File: src/rtl/hk_pkg.sv
// Shared constants for the top-k smallest heap unit.
// No dependencies; compiled first.
package hk_pkg;

    localparam int MAX_KEEP_DEF  = 64;
    localparam int DIST_BITS_DEF = 48;
    localparam int TAG_BITS_DEF  = 16;

    localparam int KEEP_W   = 7;   // keep_count register width
    localparam int ORD_BITS = 16;  // arrival number width
    localparam int RANK_W   = 6;   // out_rank width

    localparam logic [KEEP_W-1:0] KEEP_RESET = 7'd5;

    localparam logic CMD_PUSH  = 1'b0;
    localparam logic CMD_DRAIN = 1'b1;

endpackage

File: src/rtl/hk_cand_if.sv
// Valid/ready channels of the top-k heap unit: candidate input and result output.
// Depends on hk_pkg.
interface hk_cand_if #(
    parameter int DIST_BITS = hk_pkg::DIST_BITS_DEF,
    parameter int TAG_BITS  = hk_pkg::TAG_BITS_DEF
);
    logic                 valid;
    logic                 ready;
    logic                 command;
    logic [DIST_BITS-1:0] cand_distance;
    logic [TAG_BITS-1:0]  cand_tag;

    modport source (output valid, command, cand_distance, cand_tag, input ready);
    modport sink   (input valid, command, cand_distance, cand_tag, output ready);
endinterface

interface hk_res_if #(
    parameter int DIST_BITS = hk_pkg::DIST_BITS_DEF,
    parameter int TAG_BITS  = hk_pkg::TAG_BITS_DEF
);
    logic                      valid;
    logic                      ready;
    logic                      found;
    logic [TAG_BITS-1:0]       out_tag;
    logic [DIST_BITS-1:0]      out_distance;
    logic [hk_pkg::RANK_W-1:0] out_rank;
    logic                      last;

    modport source (output valid, found, out_tag, out_distance, out_rank, last, input ready);
    modport sink   (input valid, found, out_tag, out_distance, out_rank, last, output ready);
endinterface

File: src/rtl/hk_core.sv
// Heap sequencer: sift-up on append, sift-down on top replace, in-place
// heapsort and readout on drain. Depends on hk_pkg, hk_cand_if, hk_res_if.
module hk_core #(
    parameter int  MAX_KEEP  = hk_pkg::MAX_KEEP_DEF,
    parameter int  DIST_BITS = hk_pkg::DIST_BITS_DEF,
    parameter int  TAG_BITS  = hk_pkg::TAG_BITS_DEF,
    localparam int ADDR_W    = (MAX_KEEP > 1) ? $clog2(MAX_KEEP) : 1,
    localparam int CNT_W     = $clog2(MAX_KEEP + 1),
    localparam int ENT_W     = DIST_BITS + hk_pkg::ORD_BITS + TAG_BITS
) (
    input  logic              clk,
    input  logic              rst_n,
    hk_cand_if.sink           cand,
    hk_res_if.source          result,
    input  logic [CNT_W-1:0]  keep_eff,
    output logic              mem_we,
    output logic [ADDR_W-1:0] mem_waddr,
    output logic [ENT_W-1:0]  mem_wdata,
    output logic              mem_re,
    output logic [ADDR_W-1:0] mem_raddr,
    input  logic [ENT_W-1:0]  mem_rdata
);
    import hk_pkg::*;

    localparam int IX_W = ADDR_W + 2;

    typedef enum logic [3:0] {
        S_IDLE, S_UP_CHK, S_UP_CMP, S_TOP_CMP, S_DN_L, S_DN_R, S_DN_CMP,
        S_SORT_RD0, S_SORT_RD1, S_SORT_WR, S_EMIT_RD, S_EMIT_LD, S_OUT_EMPTY
    } state_t;

    state_t              state_reg, state_next;
    logic [CNT_W-1:0]    fill_reg, fill_next;
    logic [ORD_BITS-1:0] arrival_reg, arrival_next;
    logic [ENT_W-1:0]    item_reg, item_next;
    logic [ENT_W-1:0]    side_reg, side_next;
    logic [ADDR_W-1:0]   pos_reg, pos_next;
    logic [CNT_W-1:0]    size_reg, size_next;
    logic [ADDR_W-1:0]   end_reg, end_next;
    logic [ADDR_W-1:0]   idx_reg, idx_next;
    logic [ADDR_W-1:0]   last_idx_reg, last_idx_next;
    logic                sorting_reg, sorting_next;
    logic                has_r_reg, has_r_next;

    logic                 res_valid_reg, res_valid_next;
    logic                 res_found_reg, res_found_next;
    logic [TAG_BITS-1:0]  res_tag_reg, res_tag_next;
    logic [DIST_BITS-1:0] res_dist_reg, res_dist_next;
    logic [RANK_W-1:0]    res_rank_reg, res_rank_next;
    logic                 res_last_reg, res_last_next;

    logic [IX_W-1:0]   l_idx, r_idx, size_x;
    logic [ADDR_W-1:0] parent;
    logic              out_free;

    assign l_idx    = (IX_W'(pos_reg) << 1) + IX_W'(1);
    assign r_idx    = l_idx + IX_W'(1);
    assign size_x   = IX_W'(size_reg);
    assign parent   = (pos_reg - ADDR_W'(1)) >> 1;
    assign out_free = !res_valid_reg || result.ready;

    assign cand.ready          = (state_reg == S_IDLE);
    assign result.valid        = res_valid_reg;
    assign result.found        = res_found_reg;
    assign result.out_tag      = res_tag_reg;
    assign result.out_distance = res_dist_reg;
    assign result.out_rank     = res_rank_reg;
    assign result.last         = res_last_reg;

    always_comb
    begin
        logic             finish_sift;
        logic [ENT_W-1:0] big;
        logic [ADDR_W-1:0] big_pos;

        finish_sift    = 1'b0;
        big            = side_reg;
        big_pos        = ADDR_W'(l_idx);
        state_next     = state_reg;
        fill_next      = fill_reg;
        arrival_next   = arrival_reg;
        item_next      = item_reg;
        side_next      = side_reg;
        pos_next       = pos_reg;
        size_next      = size_reg;
        end_next       = end_reg;
        idx_next       = idx_reg;
        last_idx_next  = last_idx_reg;
        sorting_next   = sorting_reg;
        has_r_next     = has_r_reg;
        res_valid_next = res_valid_reg && !result.ready;
        res_found_next = res_found_reg;
        res_tag_next   = res_tag_reg;
        res_dist_next  = res_dist_reg;
        res_rank_next  = res_rank_reg;
        res_last_next  = res_last_reg;
        mem_we         = 1'b0;
        mem_waddr      = pos_reg;
        mem_wdata      = item_reg;
        mem_re         = 1'b0;
        mem_raddr      = '0;

        case (state_reg)
            S_IDLE:
            begin
                if (cand.valid)
                begin
                    if (cand.command == CMD_PUSH)
                    begin
                        item_next = {cand.cand_distance, arrival_reg, cand.cand_tag};
                        if (arrival_reg != {ORD_BITS{1'b1}})
                        begin
                            arrival_next = arrival_reg + ORD_BITS'(1);
                        end
                        if (fill_reg < keep_eff)
                        begin
                            pos_next   = ADDR_W'(fill_reg);
                            fill_next  = fill_reg + CNT_W'(1);
                            state_next = S_UP_CHK;
                        end
                        else
                        begin
                            mem_re     = 1'b1;
                            mem_raddr  = '0;
                            state_next = S_TOP_CMP;
                        end
                    end
                    else
                    begin
                        arrival_next  = '0;
                        fill_next     = '0;
                        idx_next      = '0;
                        last_idx_next = ADDR_W'(fill_reg - CNT_W'(1));
                        end_next      = ADDR_W'(fill_reg - CNT_W'(1));
                        if (fill_reg == '0)
                        begin
                            state_next = S_OUT_EMPTY;
                        end
                        else if (fill_reg == CNT_W'(1))
                        begin
                            state_next = S_EMIT_RD;
                        end
                        else
                        begin
                            sorting_next = 1'b1;
                            state_next   = S_SORT_RD0;
                        end
                    end
                end
            end

            S_UP_CHK:
            begin
                if (pos_reg == '0)
                begin
                    mem_we     = 1'b1;
                    state_next = S_IDLE;
                end
                else
                begin
                    mem_re     = 1'b1;
                    mem_raddr  = parent;
                    state_next = S_UP_CMP;
                end
            end

            S_UP_CMP:
            begin
                mem_we = 1'b1;
                if (item_reg > mem_rdata)
                begin
                    // parent moves down into the hole
                    mem_wdata  = mem_rdata;
                    pos_next   = parent;
                    state_next = S_UP_CHK;
                end
                else
                begin
                    state_next = S_IDLE;
                end
            end

            S_TOP_CMP:
            begin
                if (item_reg[ENT_W-1 -: DIST_BITS] < mem_rdata[ENT_W-1 -: DIST_BITS])
                begin
                    pos_next   = '0;
                    size_next  = fill_reg;
                    state_next = S_DN_L;
                end
                else
                begin
                    state_next = S_IDLE;
                end
            end

            S_DN_L:
            begin
                if (l_idx >= size_x)
                begin
                    mem_we      = 1'b1;
                    finish_sift = 1'b1;
                end
                else
                begin
                    mem_re     = 1'b1;
                    mem_raddr  = ADDR_W'(l_idx);
                    state_next = S_DN_R;
                end
            end

            S_DN_R:
            begin
                side_next = mem_rdata;
                if (r_idx < size_x)
                begin
                    mem_re     = 1'b1;
                    mem_raddr  = ADDR_W'(r_idx);
                    has_r_next = 1'b1;
                end
                else
                begin
                    has_r_next = 1'b0;
                end
                state_next = S_DN_CMP;
            end

            S_DN_CMP:
            begin
                if (has_r_reg && (mem_rdata > side_reg))
                begin
                    big     = mem_rdata;
                    big_pos = ADDR_W'(r_idx);
                end
                mem_we = 1'b1;
                if (big > item_reg)
                begin
                    mem_wdata  = big;
                    pos_next   = big_pos;
                    state_next = S_DN_L;
                end
                else
                begin
                    finish_sift = 1'b1;
                end
            end

            S_SORT_RD0:
            begin
                mem_re     = 1'b1;
                mem_raddr  = '0;
                state_next = S_SORT_RD1;
            end

            S_SORT_RD1:
            begin
                side_next  = mem_rdata;
                mem_re     = 1'b1;
                mem_raddr  = end_reg;
                state_next = S_SORT_WR;
            end

            S_SORT_WR:
            begin
                // current max goes to the tail, tail entry sifts down from the root
                mem_we     = 1'b1;
                mem_waddr  = end_reg;
                mem_wdata  = side_reg;
                item_next  = mem_rdata;
                pos_next   = '0;
                size_next  = CNT_W'(end_reg);
                state_next = S_DN_L;
            end

            S_EMIT_RD:
            begin
                mem_re     = 1'b1;
                mem_raddr  = idx_reg;
                state_next = S_EMIT_LD;
            end

            S_EMIT_LD:
            begin
                if (out_free)
                begin
                    res_valid_next = 1'b1;
                    res_found_next = 1'b1;
                    res_tag_next   = mem_rdata[TAG_BITS-1:0];
                    res_dist_next  = mem_rdata[ENT_W-1 -: DIST_BITS];
                    res_rank_next  = RANK_W'(idx_reg);
                    res_last_next  = (idx_reg == last_idx_reg);
                    if (idx_reg == last_idx_reg)
                    begin
                        state_next = S_IDLE;
                    end
                    else
                    begin
                        idx_next   = idx_reg + ADDR_W'(1);
                        state_next = S_EMIT_RD;
                    end
                end
            end

            S_OUT_EMPTY:
            begin
                if (out_free)
                begin
                    res_valid_next = 1'b1;
                    res_found_next = 1'b0;
                    res_tag_next   = '0;
                    res_dist_next  = '0;
                    res_rank_next  = '0;
                    res_last_next  = 1'b1;
                    state_next     = S_IDLE;
                end
            end

            default:
            begin
                state_next = S_IDLE;
            end
        endcase

        if (finish_sift)
        begin
            if (!sorting_reg)
            begin
                state_next = S_IDLE;
            end
            else if (end_reg == ADDR_W'(1))
            begin
                sorting_next = 1'b0;
                state_next   = S_EMIT_RD;
            end
            else
            begin
                end_next   = end_reg - ADDR_W'(1);
                state_next = S_SORT_RD0;
            end
        end
    end

    always_ff @(posedge clk or negedge rst_n)
    begin
        if (!rst_n)
        begin
            state_reg     <= S_IDLE;
            fill_reg      <= '0;
            arrival_reg   <= '0;
            sorting_reg   <= 1'b0;
            res_valid_reg <= 1'b0;
        end
        else
        begin
            state_reg     <= state_next;
            fill_reg      <= fill_next;
            arrival_reg   <= arrival_next;
            sorting_reg   <= sorting_next;
            res_valid_reg <= res_valid_next;
        end
    end

    always_ff @(posedge clk)
    begin
        item_reg     <= item_next;
        side_reg     <= side_next;
        pos_reg      <= pos_next;
        size_reg     <= size_next;
        end_reg      <= end_next;
        idx_reg      <= idx_next;
        last_idx_reg <= last_idx_next;
        has_r_reg    <= has_r_next;
        res_found_reg <= res_found_next;
        res_tag_reg  <= res_tag_next;
        res_dist_reg <= res_dist_next;
        res_rank_reg <= res_rank_next;
        res_last_reg <= res_last_next;
    end

    a_fill_bound: assert property (@(posedge clk) disable iff (!rst_n)
        fill_reg <= CNT_W'(MAX_KEEP))
        else $error("fill count above store depth");

    a_no_rw_clash: assert property (@(posedge clk) disable iff (!rst_n)
        mem_we && mem_re |-> mem_waddr != mem_raddr)
        else $error("read and write of the same entry in one cycle");

    a_drain_clears: assert property (@(posedge clk) disable iff (!rst_n)
        cand.valid && cand.ready && cand.command == CMD_DRAIN
        |=> fill_reg == '0 && arrival_reg == '0)
        else $error("drain did not clear counters");

    a_append_grows: assert property (@(posedge clk) disable iff (!rst_n)
        cand.valid && cand.ready && cand.command == CMD_PUSH && fill_reg < keep_eff
        |=> fill_reg == $past(fill_reg) + CNT_W'(1))
        else $error("append did not grow the heap");

    a_sift_in_range: assert property (@(posedge clk) disable iff (!rst_n)
        state_reg == S_DN_L |-> CNT_W'(pos_reg) < size_reg)
        else $error("sift-down position outside heap");

endmodule

File: src/flat_wrapper.sv
// flat-port wrapper written by rule: the top's interface ports become plain ports
module hk_core_flat import hk_pkg::*;
#(
    parameter int  MAX_KEEP  = hk_pkg::MAX_KEEP_DEF,
    parameter int  DIST_BITS = hk_pkg::DIST_BITS_DEF,
    parameter int  TAG_BITS  = hk_pkg::TAG_BITS_DEF,
    localparam int ADDR_W    = (MAX_KEEP > 1) ? $clog2(MAX_KEEP) : 1,
    localparam int CNT_W     = $clog2(MAX_KEEP + 1),
    localparam int ENT_W     = DIST_BITS + hk_pkg::ORD_BITS + TAG_BITS
)
  (clk, rst_n, keep_eff, mem_we, mem_waddr, mem_wdata, mem_re, mem_raddr, mem_rdata, cand_valid, cand_command, cand_cand_distance, cand_cand_tag, cand_ready, result_valid, result_found, result_out_tag, result_out_distance, result_out_rank, result_last, result_ready);
  hk_cand_if #(.DIST_BITS(DIST_BITS), .TAG_BITS(TAG_BITS)) cand_i ();
  hk_res_if #(.DIST_BITS(DIST_BITS), .TAG_BITS(TAG_BITS)) result_i ();
  input  logic clk;
  input  logic rst_n;
  input  logic [CNT_W-1:0] keep_eff;
  output logic mem_we;
  output logic [ADDR_W-1:0] mem_waddr;
  output logic [ENT_W-1:0] mem_wdata;
  output logic mem_re;
  output logic [ADDR_W-1:0] mem_raddr;
  input  logic [ENT_W-1:0] mem_rdata;
  input wire logic [$bits(cand_i.valid)-1:0] cand_valid;
  input wire logic [$bits(cand_i.command)-1:0] cand_command;
  input wire logic [$bits(cand_i.cand_distance)-1:0] cand_cand_distance;
  input wire logic [$bits(cand_i.cand_tag)-1:0] cand_cand_tag;
  output wire logic [$bits(cand_i.ready)-1:0] cand_ready;
  output wire logic [$bits(result_i.valid)-1:0] result_valid;
  output wire logic [$bits(result_i.found)-1:0] result_found;
  output wire logic [$bits(result_i.out_tag)-1:0] result_out_tag;
  output wire logic [$bits(result_i.out_distance)-1:0] result_out_distance;
  output wire logic [$bits(result_i.out_rank)-1:0] result_out_rank;
  output wire logic [$bits(result_i.last)-1:0] result_last;
  input wire logic [$bits(result_i.ready)-1:0] result_ready;
  assign cand_i.valid = cand_valid;
  assign cand_i.command = cand_command;
  assign cand_i.cand_distance = cand_cand_distance;
  assign cand_i.cand_tag = cand_cand_tag;
  assign cand_ready = cand_i.ready;
  assign result_valid = result_i.valid;
  assign result_found = result_i.found;
  assign result_out_tag = result_i.out_tag;
  assign result_out_distance = result_i.out_distance;
  assign result_out_rank = result_i.out_rank;
  assign result_last = result_i.last;
  assign result_i.ready = result_ready;
  hk_core #(.MAX_KEEP(MAX_KEEP), .DIST_BITS(DIST_BITS), .TAG_BITS(TAG_BITS)) u_core (.clk(clk), .rst_n(rst_n), .cand(cand_i), .result(result_i), .keep_eff(keep_eff), .mem_we(mem_we), .mem_waddr(mem_waddr), .mem_wdata(mem_wdata), .mem_re(mem_re), .mem_raddr(mem_raddr), .mem_rdata(mem_rdata));
endmodule
File: config.mk
export PLATFORM = sky130hd
export DESIGN_NAME = hk_core_flat
export DESIGN_NICKNAME = d
export VERILOG_FILES = /design/src/rtl/hk_pkg.sv /design/src/rtl/hk_cand_if.sv /design/src/rtl/hk_core.sv /design/src/flat_wrapper.sv
export SDC_FILE = /design/constraint.sdc
export NUM_CORES = 1
export LEC_CHECK = 0
export BUFFER_PORTS_ARGS = -buffer_cell sky130_fd_sc_hd__buf_4
export CAP_MARGIN = 20
export CORE_ASPECT_RATIO = 0.6
export CORE_MARGIN = 1.5
export CORE_UTILIZATION = 50
export CTS_BUF_LIST = sky130_fd_sc_hd__clkbuf_2
export DETAILED_ROUTE_END_ITERATION = 10
export HOLD_SLACK_MARGIN = 0.05
export PLACE_DENSITY = 0.72
export SYNTH_ARGS = -nofsm -noshare
export SYNTH_HDL_FRONTEND = slang
export SYNTH_SLANG_ARGS = --single-unit
File: constraint.sdc
create_clock -name clk -period 6.38 [get_ports clk]
set_input_delay 0.319 -clock clk [delete_from_list [all_inputs] [get_ports clk]]
set_output_delay 0.319 -clock clk [all_outputs]
set_load 0.03 [all_outputs]
==> flow_summary.json <==
{
  "antenna_found_initial": 9,
  "fmax_mhz": 140,
  "p_leak_nw": 13.2,
  "clock_sinks": 293,
  "grt_pass1_vias": 20900,
  "seq_area_frac_synth_pct": 41.0,
  "dpl_cell_area_sq_mm": 0.0242,
  "hold_viol_final": 0,
  "setup.worst_path.class": "reg2out",
  "synth.net_count": 2713,
  "clock-skew-final_ns": 0.145,
  "ir_worst_vdd_v": 0.000223,
  "grt_max_degree": 209,
  "synth_area_leaders": "edfxtp_1 (37%), ha_1 (16%), o21ai_0 (6.1%)",
  "fin_crit_ns": 7.16,
  "die_w_um": 267,
  "fin_area_sq_mm": 0.0291,
  "drt_wl_total_um": 82900,
  "fillers": 2993,
  "ant_nets": 0,
  "path_clk_slew_ns": 0.12,
  "slew_violations": 0,
  "num_vias": 21600,
  "finalNetCount": 3371,
  "grt_pass1_wl_um": 121000,
  "avgSynthCellArea_sq_um": 9.15,
  "grt.total_usage_pct": 37.0,
  "timing.final.ws_setup_ns": -0.777,
  "core_sq_mm": 0.0409,
  "placement_rows": 57,
  "rsz0062_at_grt": "yes",
  "worstPathMaxFanout": 6,
  "relSlewSlack_pct": 27.9,
  "boundaryPins": 324,
  "layout_common_cells": "buf_4 (359), nand2_1 (313), inv_1 (261)",
  "hold_slack_ns": 0.113,
  "cp_slowest_stage_delay_ns": 0.60,
  "post-place-ws_ns": -0.0633,
  "drive_above_1_share_pct": 25.5,
  "yosysUniqueCellTypes": 80,
  "setup_viol": 80,
  "synth_top_area_share_pct": 37.0,
  "multi_input_area_sq_mm": 0.0116,
  "mostFrequentLayoutCell": "buf_4",
  "worstSkewPairLatency_ns": 1.06,
  "worst_slew_pin_slew_ns": 1.07,
  "synth-edff-count": 258,
  "worst-endpoint-arrival_ns": 6.84,
  "critPathCaptureType": "output port",
  "min_path_type": "in2reg",
  "ff2ff_path_depth": 28,
  "worst_path_most_repeated_cell": "buf_12",
  "fp.dieArea_sq_mm": 0.0432,
  "yosys_register_bits": 293,
  "overflow": 0,
  "violations": "negative setup slack",
  "synthFlopType": "edfxtp_1",
  "wl_per_cell_um": 23.2,
  "gp_routability_congestion": 0.967,
  "synth_warnings": 0,
  "synthToLayoutAreaGrowth_pct": 39.0,
  "syn_inst": 2288,
  "clk_path_buf_depth": 3,
  "first_pass_iters": 8,
  "outcome": "finished with violations",
  "drc_errors": 0,
  "htree_levels": 3,
  "die_h_um": 162,
  "yosysTopAreaCell": "edfxtp_1",
  "fin_crit_sh_pct": 112,
  "register_area_sq_mm": 0.00859,
  "worst_setup_path_start_kind": "flop",
  "p_per_area_mw_per_mm2": 404,
  "syn_area_sq_mm": 0.0209,
  "io_buffer_count": 323,
  "async_flop_share_pct": 9.90,
  "hold_path_depth": 2,
  "initialDrtViolationCount": 2743,
  "cts_tree": "built",
  "utilization_pct": 71.2,
  "start_util_pct": 51.2,
  "slowest_stage": "or4b_4",
  "cts-root-buf": "clkbuf_2",
  "via_per_inst": 6.05,
  "drv_cap": 0,
  "cts_buffers": 76,
  "required_ns": 6.06,
  "hpwlAfterDp_um": 53500
}
critical path, delay by kind of cell, from the launching register on:
kind	cells	cell delay (ns)
and+or+nand+nor	9	1.85
AOI/OAI and AO/OA	8	1.68
buffers and inverters	9	1.36
adders and majority gates	2	0.52
DFF	1	0.37
logic make-up after synthesis:
family / synth area share (%)
AOI/OAI and AO/OA: 18.4
DFF: 41.0
xor gates and xnor gates: 1.55
adders and majority gates: 16.1
and+or+nand+nor: 15.4
buffers and inverters: 7.35
muxes: 0.149
per-layer routing:
layer	GRT usage [%]	part of all wire, %
met3	10.7	13
met4	15.1	4.3
met5	0	0
met2	54.2	42
met1	51.1	41
power by group:
part           switching [W]  internal (W)
Sequential          0.000528       0.00276
Combinational        0.00417       0.00294
Clock               0.000908      0.000455
Total                0.00560       0.00616
final timing paths:
path / startpoint / to / slack (ns)
max: u_core.side_reg[65] / mem_wdata[4] / -0.78
min: mem_rdata[52] / u_core.side_reg[52] / 0.11
max reg2reg: u_core.side_reg[65] / u_core.state_reg[3] / 0.14
min reg2reg: u_core.sorting_reg / u_core.sorting_reg / 0.55
max in group asynchronous: rst_n / u_core.arrival_reg[9] / 5.80
min in group asynchronous: rst_n / u_core.arrival_reg[13] / 0.35
layout make-up:
| cell class | count | area share (%) |
|---|---|---|
| Sequential cell | 293 | 29.5 |
| Clock inverter | 28 | 0.430 |
| Antenna cell | 7 | 0.0602 |
| Tap cell | 560 | 2.41 |
| Inverter | 276 | 3.56 |
| Clock buffer | 106 | 1.82 |
| Timing Repair Buffer | 677 | 22.3 |
| Multi-Input combinational cell | 1622 | 39.8 |
metrics by stage:
stage               cells  setup TNS (ns)  total power, W
floorplan            2288               0         0.00687
global placement     3140               0         0.00885
detailed placement   3141           -1.16         0.00898
CTS                  3540          -38.96          0.0112
global route         3568          -69.15          0.0123
finish               3569          -54.79          0.0118
what timing repair did:
item	in CTS	in global routing
gates resized for setup	198	121
gates cloned	16	5
pin swaps	46	93
endpoints found under the setup margin	80	80
hold endpoints to repair	273	0
hold buffers	188	0
buffers inserted	62	23
Yosys cell counts (12+ instances only):
master,instances
nand2_1,328
inv_1,275
ha_1,269
edfxtp_1,258
o21ai_0,257
nor2_1,177
a21oi_1,121
a221o_1,83
nand4_1,55
clkbuf_1,52
nand3_1,41
dfrtp_1,29
a21o_1,28
nor3_1,27
xor2_1,25
buf_2,22
buf_6,13
nand2b_1,13
o211ai_1,13
nor4_1,12
xnor2_1,12
Power figures use the tool's default switching activity.
